File: src/hdl/pid_with_windup_clamp_macros.svh
// Assertion helpers for the PID block.
`ifndef PID_WITH_WINDUP_CLAMP_MACROS_SVH
`define PID_WITH_WINDUP_CLAMP_MACROS_SVH

`ifndef SYNTHESIS
// Same-cycle implication.
`define PWC_ASSERT_NOW(label, clk, rstn, ante, cons, msg) \
    label: assert property (@(posedge clk) disable iff (!rstn) (ante) |-> (cons)) \
        else $error(msg);
// Next-cycle implication.
`define PWC_ASSERT_NEXT(label, clk, rstn, ante, cons, msg) \
    label: assert property (@(posedge clk) disable iff (!rstn) (ante) |=> (cons)) \
        else $error(msg);
`else
`define PWC_ASSERT_NOW(label, clk, rstn, ante, cons, msg)
`define PWC_ASSERT_NEXT(label, clk, rstn, ante, cons, msg)
`endif

`endif

File: src/hdl/pid_wc_pkg.sv
package pid_wc_pkg;

    localparam int ERROR_WIDTH = 16;
    localparam int ACCUM_WIDTH = 32;

    localparam int GAIN_W   = 16;
    localparam int TS_W     = 16;
    localparam int LIMIT_W  = 31;
    localparam int DRIVE_W  = 32;

    localparam int CFG_IDX_W  = 2;
    localparam int CFG_DATA_W = LIMIT_W;

    localparam int IN_TDATA_W  = ((ERROR_WIDTH + TS_W + 7) / 8) * 8;
    localparam int OUT_TDATA_W = ((DRIVE_W + 7) / 8) * 8;
    localparam int OUT_TUSER_W = 2;

    // shared multiplier: small unsigned operand (gain or step) times a wide signed one
    localparam int MUL_A_W = GAIN_W + 1;
    localparam int MUL_B_W = (ACCUM_WIDTH > ERROR_WIDTH) ? ACCUM_WIDTH : ERROR_WIDTH;
    localparam int PROD_W  = MUL_A_W + MUL_B_W;

    // integrator update and clamp width
    localparam int SUM_W0 = (ACCUM_WIDTH > PROD_W - 16) ? ACCUM_WIDTH : PROD_W - 16;
    localparam int SUM_W  = ((SUM_W0 > LIMIT_W) ? SUM_W0 : LIMIT_W) + 1;

    // three gain terms summed
    localparam int TOT_W = PROD_W - 8 + 2;

    // derivative divider, two quotient bits per cycle
    localparam int DIV_N     = ERROR_WIDTH + 1 + TS_W;
    localparam int DIV_STEPS = (DIV_N + 1) / 2;
    localparam int DIV_W     = 2 * DIV_STEPS;
    localparam int DIV_CNT_W = $clog2(DIV_STEPS);
    localparam int DSAT_W    = ((DIV_W > ACCUM_WIDTH) ? DIV_W : ACCUM_WIDTH) + 1;

    localparam logic [ACCUM_WIDTH-1:0] ACC_MAX = {1'b0, {(ACCUM_WIDTH-1){1'b1}}};

    typedef logic [CFG_IDX_W-1:0] cfg_idx_t;
    localparam cfg_idx_t CFG_P_GAIN = 2'd0;
    localparam cfg_idx_t CFG_I_GAIN = 2'd1;
    localparam cfg_idx_t CFG_D_GAIN = 2'd2;
    localparam cfg_idx_t CFG_LIMIT  = 2'd3;

    typedef logic [GAIN_W-1:0] gain_t;

endpackage

File: src/hdl/pid_with_windup_clamp.sv
// PID controller with anti-windup clamp.
//
// s_ channel: one item per control sample, error (signed Q3.12) and time
// step (unsigned Q0.16 s). m_ channel: one item per sample, the saturated
// drive value (Q.12) in tdata, clamp and zero-step flags in tuser.
// Gains and the windup limit are written through cfg_wr_en/cfg_index/
// cfg_wdata while the block is idle; they take effect on the next item.
//
// An item is taken only while s_tready is high. It then runs through a
// small sequencer: step product, integrator clamp, a radix-4 restoring
// divider for the derivative with quotient saturation, then three gain
// products on the one shared multiplier and the saturated final sum. The
// result register is loaded in the same cycle that s_tready returns, so a
// new item is taken only once the previous one has left the sequencer.
// If m_tready is low the finished item waits in the output register; a
// new item is still accepted, and the next result waits for the register.
// Reset (aresetn low, synchronous) restores default gains and limit, clears
// the integrator and previous error and drops m_tvalid.
`include "pid_with_windup_clamp_macros.svh"

module pid_with_windup_clamp (
    input  logic                                 aclk,
    input  logic                                 aresetn,
    input  logic                                 cfg_wr_en,
    input  logic [pid_wc_pkg::CFG_IDX_W-1:0]     cfg_index,
    input  logic [pid_wc_pkg::CFG_DATA_W-1:0]    cfg_wdata,
    input  logic                                 s_tvalid,
    output logic                                 s_tready,
    // error_sample, time_step
    input  logic [pid_wc_pkg::IN_TDATA_W-1:0]    s_tdata,
    output logic                                 m_tvalid,
    input  logic                                 m_tready,
    // drive_value
    output logic [pid_wc_pkg::OUT_TDATA_W-1:0]   m_tdata,
    // integrator_clamped, zero_step
    output logic [pid_wc_pkg::OUT_TUSER_W-1:0]   m_tuser
);

    typedef enum logic [3:0] {
        ST_IDLE,
        ST_MUL_EDT,
        ST_CLAMP,
        ST_DIV,
        ST_DSAT,
        ST_MUL_P,
        ST_MUL_I,
        ST_MUL_D,
        ST_SUM
    } state_t;

    state_t state_reg, state_next;

    pid_wc_pkg::gain_t                        p_gain_reg, i_gain_reg, d_gain_reg;
    logic [pid_wc_pkg::LIMIT_W-1:0]           limit_reg;

    logic signed [pid_wc_pkg::ERROR_WIDTH-1:0] e_reg, prev_reg;
    logic [pid_wc_pkg::TS_W-1:0]               dt_reg;
    logic signed [pid_wc_pkg::ACCUM_WIDTH-1:0] integ_reg, deriv_reg;
    logic                                      dneg_reg, clamped_reg;

    logic [pid_wc_pkg::DIV_W-1:0]     div_reg, div_next;
    logic [pid_wc_pkg::TS_W-1:0]      rem_reg, rem_next;
    logic [pid_wc_pkg::DIV_CNT_W-1:0] cnt_reg;

    logic signed [pid_wc_pkg::PROD_W-1:0] prod_reg;
    logic signed [pid_wc_pkg::TOT_W-1:0]  acc_reg;

    logic                                  m_valid_reg;
    logic [pid_wc_pkg::DRIVE_W-1:0]        m_drive_reg;
    logic                                  m_clamp_reg, m_zero_reg;

    logic in_acc, out_free;
    assign in_acc   = s_tvalid && s_tready;
    assign out_free = !m_valid_reg || m_tready;

    // input unpack and derivative numerator
    logic signed [pid_wc_pkg::ERROR_WIDTH-1:0] e_in;
    logic [pid_wc_pkg::TS_W-1:0]               dt_in;
    logic signed [pid_wc_pkg::ERROR_WIDTH:0]   diff;
    logic [pid_wc_pkg::ERROR_WIDTH:0]          mag;

    assign e_in  = s_tdata[pid_wc_pkg::ERROR_WIDTH-1:0];
    assign dt_in = s_tdata[pid_wc_pkg::ERROR_WIDTH +: pid_wc_pkg::TS_W];
    assign diff  = (pid_wc_pkg::ERROR_WIDTH + 1)'(e_in)
                 - (pid_wc_pkg::ERROR_WIDTH + 1)'(prev_reg);
    assign mag   = diff[pid_wc_pkg::ERROR_WIDTH] ? $unsigned(-diff) : $unsigned(diff);

    // shared multiplier
    logic signed [pid_wc_pkg::MUL_A_W-1:0] mul_a;
    logic signed [pid_wc_pkg::MUL_B_W-1:0] mul_b;
    logic signed [pid_wc_pkg::PROD_W-1:0]  prod;

    always_comb begin
        mul_a = '0;
        mul_b = '0;
        case (state_reg)
            ST_MUL_EDT: begin
                mul_a = $signed({1'b0, dt_reg});
                mul_b = pid_wc_pkg::MUL_B_W'(e_reg);
            end
            ST_MUL_P: begin
                mul_a = $signed({1'b0, p_gain_reg});
                mul_b = pid_wc_pkg::MUL_B_W'(e_reg);
            end
            ST_MUL_I: begin
                mul_a = $signed({1'b0, i_gain_reg});
                mul_b = pid_wc_pkg::MUL_B_W'(integ_reg);
            end
            ST_MUL_D: begin
                mul_a = $signed({1'b0, d_gain_reg});
                mul_b = pid_wc_pkg::MUL_B_W'(deriv_reg);
            end
            default: begin
                mul_a = '0;
                mul_b = '0;
            end
        endcase
    end

    assign prod = mul_a * mul_b;

    // integrator update against the effective bound
    logic [pid_wc_pkg::SUM_W-1:0]        lim_u, amax_u, bound_u;
    logic signed [pid_wc_pkg::SUM_W-1:0] bound_s, sum, sum_clamped, integ_ext;
    logic                                clamp_hit;

    assign lim_u   = pid_wc_pkg::SUM_W'(limit_reg);
    assign amax_u  = pid_wc_pkg::SUM_W'(pid_wc_pkg::ACC_MAX);
    assign bound_u = (amax_u < lim_u) ? amax_u : lim_u;
    assign bound_s = $signed(bound_u);
    assign sum     = pid_wc_pkg::SUM_W'(integ_reg) + pid_wc_pkg::SUM_W'(prod_reg >>> 16);
    assign integ_ext = pid_wc_pkg::SUM_W'(integ_reg);

    always_comb begin
        sum_clamped = sum;
        clamp_hit   = 1'b0;
        if (sum < -bound_s) begin
            sum_clamped = -bound_s;
            clamp_hit   = 1'b1;
        end else if (sum > bound_s) begin
            sum_clamped = bound_s;
            clamp_hit   = 1'b1;
        end
    end

    // two restoring division steps per cycle
    logic [pid_wc_pkg::TS_W:0] r1, r2;
    logic                      q1, q2;

    always_comb begin
        r1 = {rem_reg, div_reg[pid_wc_pkg::DIV_W-1]};
        q1 = (r1 >= {1'b0, dt_reg});
        if (q1) begin
            r1 = r1 - {1'b0, dt_reg};
        end
        r2 = {r1[pid_wc_pkg::TS_W-1:0], div_reg[pid_wc_pkg::DIV_W-2]};
        q2 = (r2 >= {1'b0, dt_reg});
        if (q2) begin
            r2 = r2 - {1'b0, dt_reg};
        end
        rem_next = r2[pid_wc_pkg::TS_W-1:0];
        div_next = {div_reg[pid_wc_pkg::DIV_W-3:0], q1, q2};
    end

    // quotient saturation to the accumulator range
    logic [pid_wc_pkg::DSAT_W-1:0]        q_w, half_w;
    logic signed [pid_wc_pkg::DSAT_W-1:0] dsat;
    logic signed [pid_wc_pkg::ACCUM_WIDTH-1:0] deriv_next;

    assign q_w    = pid_wc_pkg::DSAT_W'(div_reg);
    assign half_w = pid_wc_pkg::DSAT_W'(1) << (pid_wc_pkg::ACCUM_WIDTH - 1);

    always_comb begin
        if (dneg_reg) begin
            dsat = (q_w > half_w) ? -$signed(half_w) : -$signed(q_w);
        end else begin
            dsat = (q_w > half_w - 1'b1) ? $signed(half_w - 1'b1) : $signed(q_w);
        end
        deriv_next = (dt_reg == '0) ? '0 : dsat[pid_wc_pkg::ACCUM_WIDTH-1:0];
    end

    // final sum and output saturation
    logic signed [pid_wc_pkg::TOT_W-1:0] term, total;
    logic [pid_wc_pkg::DRIVE_W-1:0]      drive_next;

    assign term  = pid_wc_pkg::TOT_W'(prod_reg >>> 8);
    assign total = acc_reg + term;

    always_comb begin
        if (total > $signed({{(pid_wc_pkg::TOT_W-pid_wc_pkg::DRIVE_W){1'b0}},
                             1'b0, {(pid_wc_pkg::DRIVE_W-1){1'b1}}})) begin
            drive_next = {1'b0, {(pid_wc_pkg::DRIVE_W-1){1'b1}}};
        end else if (total < $signed({{(pid_wc_pkg::TOT_W-pid_wc_pkg::DRIVE_W){1'b1}},
                                      1'b1, {(pid_wc_pkg::DRIVE_W-1){1'b0}}})) begin
            drive_next = {1'b1, {(pid_wc_pkg::DRIVE_W-1){1'b0}}};
        end else begin
            drive_next = total[pid_wc_pkg::DRIVE_W-1:0];
        end
    end

    always_comb begin
        state_next = state_reg;
        unique case (state_reg)
            ST_IDLE:    if (in_acc) state_next = ST_MUL_EDT;
            ST_MUL_EDT: state_next = ST_CLAMP;
            ST_CLAMP:   state_next = ST_DIV;
            ST_DIV:     if (cnt_reg == '0) state_next = ST_DSAT;
            ST_DSAT:    state_next = ST_MUL_P;
            ST_MUL_P:   state_next = ST_MUL_I;
            ST_MUL_I:   state_next = ST_MUL_D;
            ST_MUL_D:   state_next = ST_SUM;
            ST_SUM:     if (out_free) state_next = ST_IDLE;
            default:    state_next = ST_IDLE;
        endcase
    end

    always_ff @(posedge aclk) begin
        if (!aresetn) begin
            state_reg   <= ST_IDLE;
            m_valid_reg <= 1'b0;
            p_gain_reg  <= pid_wc_pkg::GAIN_W'(256);
            i_gain_reg  <= '0;
            d_gain_reg  <= '0;
            limit_reg   <= '1;
            integ_reg   <= '0;
            prev_reg    <= '0;
        end else begin
            state_reg <= state_next;

            if (cfg_wr_en) begin
                unique case (cfg_index)
                    pid_wc_pkg::CFG_P_GAIN: p_gain_reg <= cfg_wdata[pid_wc_pkg::GAIN_W-1:0];
                    pid_wc_pkg::CFG_I_GAIN: i_gain_reg <= cfg_wdata[pid_wc_pkg::GAIN_W-1:0];
                    pid_wc_pkg::CFG_D_GAIN: d_gain_reg <= cfg_wdata[pid_wc_pkg::GAIN_W-1:0];
                    pid_wc_pkg::CFG_LIMIT:  limit_reg  <= cfg_wdata[pid_wc_pkg::LIMIT_W-1:0];
                    default: ;
                endcase
            end

            // ST_SUM loads the register itself when it is free
            if (m_tready && (state_reg != ST_SUM)) begin
                m_valid_reg <= 1'b0;
            end

            unique case (state_reg)
                ST_IDLE: begin
                    if (in_acc) begin
                        e_reg    <= e_in;
                        dt_reg   <= dt_in;
                        prev_reg <= e_in;
                        dneg_reg <= diff[pid_wc_pkg::ERROR_WIDTH];
                        div_reg  <= pid_wc_pkg::DIV_W'({mag, pid_wc_pkg::TS_W'(0)});
                        rem_reg  <= '0;
                        cnt_reg  <= pid_wc_pkg::DIV_CNT_W'(pid_wc_pkg::DIV_STEPS - 1);
                    end
                end
                ST_MUL_EDT: prod_reg <= prod;
                ST_CLAMP: begin
                    integ_reg   <= sum_clamped[pid_wc_pkg::ACCUM_WIDTH-1:0];
                    clamped_reg <= clamp_hit;
                end
                ST_DIV: begin
                    div_reg <= div_next;
                    rem_reg <= rem_next;
                    cnt_reg <= cnt_reg - 1'b1;
                end
                ST_DSAT:  deriv_reg <= deriv_next;
                ST_MUL_P: prod_reg <= prod;
                ST_MUL_I: begin
                    prod_reg <= prod;
                    acc_reg  <= term;
                end
                ST_MUL_D: begin
                    prod_reg <= prod;
                    acc_reg  <= total;
                end
                ST_SUM: begin
                    if (out_free) begin
                        m_valid_reg <= 1'b1;
                        m_drive_reg <= drive_next;
                        m_clamp_reg <= clamped_reg;
                        m_zero_reg  <= (dt_reg == '0);
                    end
                end
                default: ;
            endcase
        end
    end

    assign s_tready = (state_reg == ST_IDLE);
    assign m_tvalid = m_valid_reg;
    assign m_tdata  = pid_wc_pkg::OUT_TDATA_W'(m_drive_reg);
    assign m_tuser  = {m_zero_reg, m_clamp_reg};

    // no second item may slip in behind an accepted one
    `PWC_ASSERT_NEXT(a_busy_after_accept, aclk, aresetn, in_acc, !s_tready, "item accepted while busy")
    // integrator stays inside the bound once clamped
    `PWC_ASSERT_NEXT(a_integ_bounded, aclk, aresetn, state_reg == ST_CLAMP, (integ_ext <= bound_s) && (integ_ext >= -bound_s), "integrator beyond windup bound")
    // zero step forces a zero derivative
    `PWC_ASSERT_NEXT(a_zero_deriv, aclk, aresetn, (state_reg == ST_DSAT) && (dt_reg == '0), deriv_reg == '0, "derivative not zeroed for zero step")
    // a result is only loaded when the output register is free
    `PWC_ASSERT_NOW(a_no_overwrite, aclk, aresetn, (state_reg == ST_SUM) && m_valid_reg && !m_tready, state_next == ST_SUM, "pending result overwritten")

endmodule

File: config.mk
export PLATFORM = sky130hd
export DESIGN_NAME = pid_with_windup_clamp
export DESIGN_NICKNAME = d
export VERILOG_FILES = /design/src/hdl/pid_wc_pkg.sv /design/src/hdl/pid_with_windup_clamp.sv
export VERILOG_INCLUDE_DIRS = /design/src /design/src/hdl
export SDC_FILE = /design/constraint.sdc
export NUM_CORES = 2
export LEC_CHECK = 0
export BUFFER_PORTS_ARGS = -buffer_cell sky130_fd_sc_hd__buf_4
export CORE_MARGIN = 2
export CORE_UTILIZATION = 40
export DETAILED_ROUTE_END_ITERATION = 7
export PLACE_DENSITY_LB_ADDON = 0.08
export SLEW_MARGIN = 10
export SYNTH_ARGS = -nofsm -noshare
export SYNTH_HDL_FRONTEND = slang
export SYNTH_SLANG_ARGS = --single-unit
export TNS_END_PERCENT = 10
File: constraint.sdc
create_clock -name aclk -period 8.4 [get_ports aclk]
set_input_delay 1.68 -clock aclk [delete_from_list [all_inputs] [get_ports aclk]]
set_output_delay 1.68 -clock aclk [all_outputs]
set_load 0.1 [all_outputs]
==> metrics.md <==
| Metric | Value |
|---|---|
| Status | `completed` |
| Top FF cell, synth | `edfxtp_1` |
| Core Util, Final | `44.8%` |
| Fmax | `roughly 130 MHz` |
| Synthesized area | `0.0425 sq mm` |
| Syn nets | `5725` |
| CTS Buf Count | `47` |
| Initial DRC Count | `2808` |
| Routed wire length | `141000 microns` |
| CP Data Required Time | `8.80 ns` |
| Worst Hold Class | `flip-flop to flip-flop` |
| Clk slew on worst S/H paths | `~0.060 ns` |
| Port bufs | `105` |
| Worst r2r dst | `prod_reg[47]` |
| Ys Warns | `0` |
| CP endpoint kind | `flip-flop` |
| Max Cap Viol | `0` |
| H-tree depth | `2` |
| Slew Limit Fails | `0` |
| Hold path depth | `0` |
| Initial core utilization | `40.4%` |
| CP Launch Type | `flip-flop` |
| Vias per inst | `5.49` |
| TritonCTS clock tree | `built` |
| Clk_skew | `0.0685 ns` |
| Largest net degree at the start of global routing | `63` |
| Worst-Margin Slew | `1.21 ns` |
| Post-synth cell types | `between 80 and 90` |
| ANT nets after route | `0` |
| Total number of vias | `34900` |
| Max reg flops | `43` |
| First-pass GRT wire length | `213000 microns` |
| RSZ-0062 raised after global routing | `no` |
| Width of the die | `330 microns` |
| Vias in the first global route | `34100` |
| Worst reg2reg startpoint | `state_reg[3]` |
| First drt pass iteration count | `7` |
| Layout cells sized above 1 | `8.23%` |
| Seq/Total Area, Yosys | `a little under a quarter` |
| Area growth syn-to-layout | `10.9%` |
| Fin nets | `a little under 6000` |
| CORE AREA | `0.105 sq mm` |
| Initial antenna violation count | `4` |
| Total GRT Usage | `25.9%` |
| Final setup fails | `0` |
| Die ar. | `0.109 sq mm` |
| Synth Register Bits | `roughly 370` |
| Antenna Cells | `0` |
| Worst-Skew Late Latency | `between 0.6 and 0.7 ns` |
| Post-synth EDFFs | `239` |
| Worst Reg2Reg Path Length in Cells | `26` |
| HPWL Detailed | `116000 microns` |
| CP Data Arrival Time | `8.35 ns` |
| Worst vdd ir | `0.178 mV` |
| Slew HR | `19.3%` |
| Clk root buf | `clkbuf_16` |
| Leak Pwr | `approximately 0.021 uW` |
| Die H | `330 microns` |
| FP Rows | `119` |
| Syn_area_per_cell | `8.75 sq um` |
| Grt ovf | `0` |
| Fin. Hold Viols | `0` |
| Crit path from | `state_reg[3]` |
| Crit path time final | `7.94 ns` |
| GPL Wtd Cong | `0.921` |
| CP max FO | `40` |
| Synth async-reset ratio | `0%` |
| Wire per inst | `around 22 microns` |
| Setup tns final | `0 ns` |
| Io pins | `~110` |
| WS Path Type | `flip-flop to flip-flop` |
| Final Cycle Share | `between 90% and 100%` |
| Post-Syn Instances | `roughly 4900` |
| Pwr dens | `201 mW/mm^2` |
| DRC Markers | `0` |
| Clk sink count | `371` |
| Worst setup path end | `prod_reg[47]` |
| R2r setup slk | `0.46 ns` |
| Max clock buf depth | `3` |
| # hold bufs at CTS | `0` |
==> worst min-delay path by stage <==
| stage | slack [ns] | endpoint | from |
|---|---|---|---|
| floorplan | 0.40 | m_clamp_reg | clamped_reg |
| global placement | 0.44 | prev_reg[6] | prev_reg[6] |
| detailed placement | 0.45 | m_clamp_reg | clamped_reg |
| CTS | 0.46 | prev_reg[6] | prev_reg[6] |
| global route | 0.47 | prev_reg[6] | prev_reg[6] |
| finish | 0.45 | m_clamp_reg | clamped_reg |
==> cells by family after synthesis <==
family | Yosys count | synth area share, %
and+or+nand+nor | 1651 | 17.2
AOI/OAI and AO/OA | 896 | 14.1
buffers and inverters | 890 | 7.93
adders and majority gates | 798 | 32.2
DFF | 371 | 23.1
xor gates and xnor gates | 179 | 3.69
muxes | 72 | 1.74
==> placed cells by master (no fill, tap or decap), types with 33 or more instances in the layout <==
cell type,synthesis,final
xor2_1,48,48
mux2i_1,57,55
and2_1,39,39
o211ai_1,53,53
xnor2_1,131,130
a31oi_1,49,49
a21oi_1,260,258
nand2_1,715,714
a21o_1,60,60
nor2_1,438,433
inv_1,651,651
clkbuf_16,0,51
edfxtp_1,239,239
and3_1,34,33
nor3_1,80,78
o21ai_0,125,125
buf_4,2,241
ha_1,306,306
nand3_1,125,124
fa_1,492,492
dfxtp_1,132,131
==> stage by stage <==
| step | hold slack (ns) | power (uW) | worst slack (ns) | area [sq um] | std cells |
|---|---|---|---|---|---|
| after detailed placement | 0.445 | 7340 | 0.0289 | 45400 | 6255 |
| after global placement | 0.444 | 7310 | 0.149 | 45400 | 6255 |
| final | 0.446 | 9490 | 0.456 | 47100 | 6346 |
| after CTS | 0.456 | 9530 | 0.0228 | 47000 | 6343 |
| after floorplan | 0.400 | 5780 | 0.445 | 42500 | 4857 |
| after global routing | 0.473 | 10200 | 0.0865 | 47100 | 6346 |
==> synth_stat cells (all sizes together), types with 18 or more instances <==
master  count  share of area (%)
a211oi     28               0.49
a21o       60                1.1
a21oi     260                3.1
a221o      26               0.61
a221oi     35               0.72
a22oi      26               0.46
a31oi      49               0.72
and2       40               0.59
and3       34               0.50
buf        20               0.24
clkbuf    217                1.9
dfxtp     132                6.2
edfxtp    239                 17
fa        492                 23
ha        306                9.0
inv       652                5.8
mux2i      57                1.3
nand2     717                6.3
nand2b     31               0.46
nand3     125                1.5
nand3b     19               0.34
nand4      32               0.47
nor2      438                3.9
nor2b      32               0.47
nor3       80               0.94
o211ai     53               0.94
o21a       30               0.53
o21ai     144                1.7
o21bai     22               0.39
o221ai     32               0.66
o31ai      18               0.32
or3        28               0.42
xnor2     131                2.7
xor2       48               0.99
==> routing by layer <==
metal / up-vias / track usage (%) / share of wire (%)
li1: 16500 / - / -
met1: 17300 / 37.0 / 46
met2: 933 / 41.1 / 45
met3: 158 / 3.94 / 5.8
met4: 0 / 6.75 / 2.8
met5: - / 0 / 0
==> cell type report <==
cell class,count,area (sq um)
Fill cell,10400,58100
Multi-Input combinational cell,3596,29600
Sequential cell,371,9820
Inverter,653,2450
Timing Repair Buffer,247,1920
Tap cell,1391,1740
Clock buffer,68,1380
Clock inverter,20,246
==> where the power goes <==
| part | total, uW | internal (uW) | switching [uW] |
|---|---|---|---|
| sequential | 2490 | 2220 | 272 |
| clock | 2150 | 1250 | 902 |
| combinational | 4850 | 1800 | 3050 |
==> what timing repair did <==
item                                    in CTS  in global routing
pin swaps                                    0                  3
buffers inserted                             0                  3
resized for setup                            2                  9
endpoints found under the setup margin       1                 14
==> critical path: stages (launching register included) <==
cell and delay, ns:
dfxtp_1 0.49, nand2b_1 0.24, nor2_4 0.06, buf_12 0.19, a22oi_1 0.32, and2_1 0.54, nor2_1 0.12, fa_1 0.54
fa_1 0.45, fa_1 0.53, fa_1 0.53, fa_1 0.57, inv_1 0.06, fa_1 0.52, inv_1 0.04, ha_1 0.29
o21ai_0 0.08, o21bai_1 0.25, a211oi_1 0.14, o31ai_1 0.44, a221oi_2 0.14, a21bo_2 0.30, a211oi_1 0.22, buf_4 0.16
o211ai_1 0.13, nor2b_1 0.17, xnor2_1 0.11
Note: power is estimated with default switching activity, not from simulation.
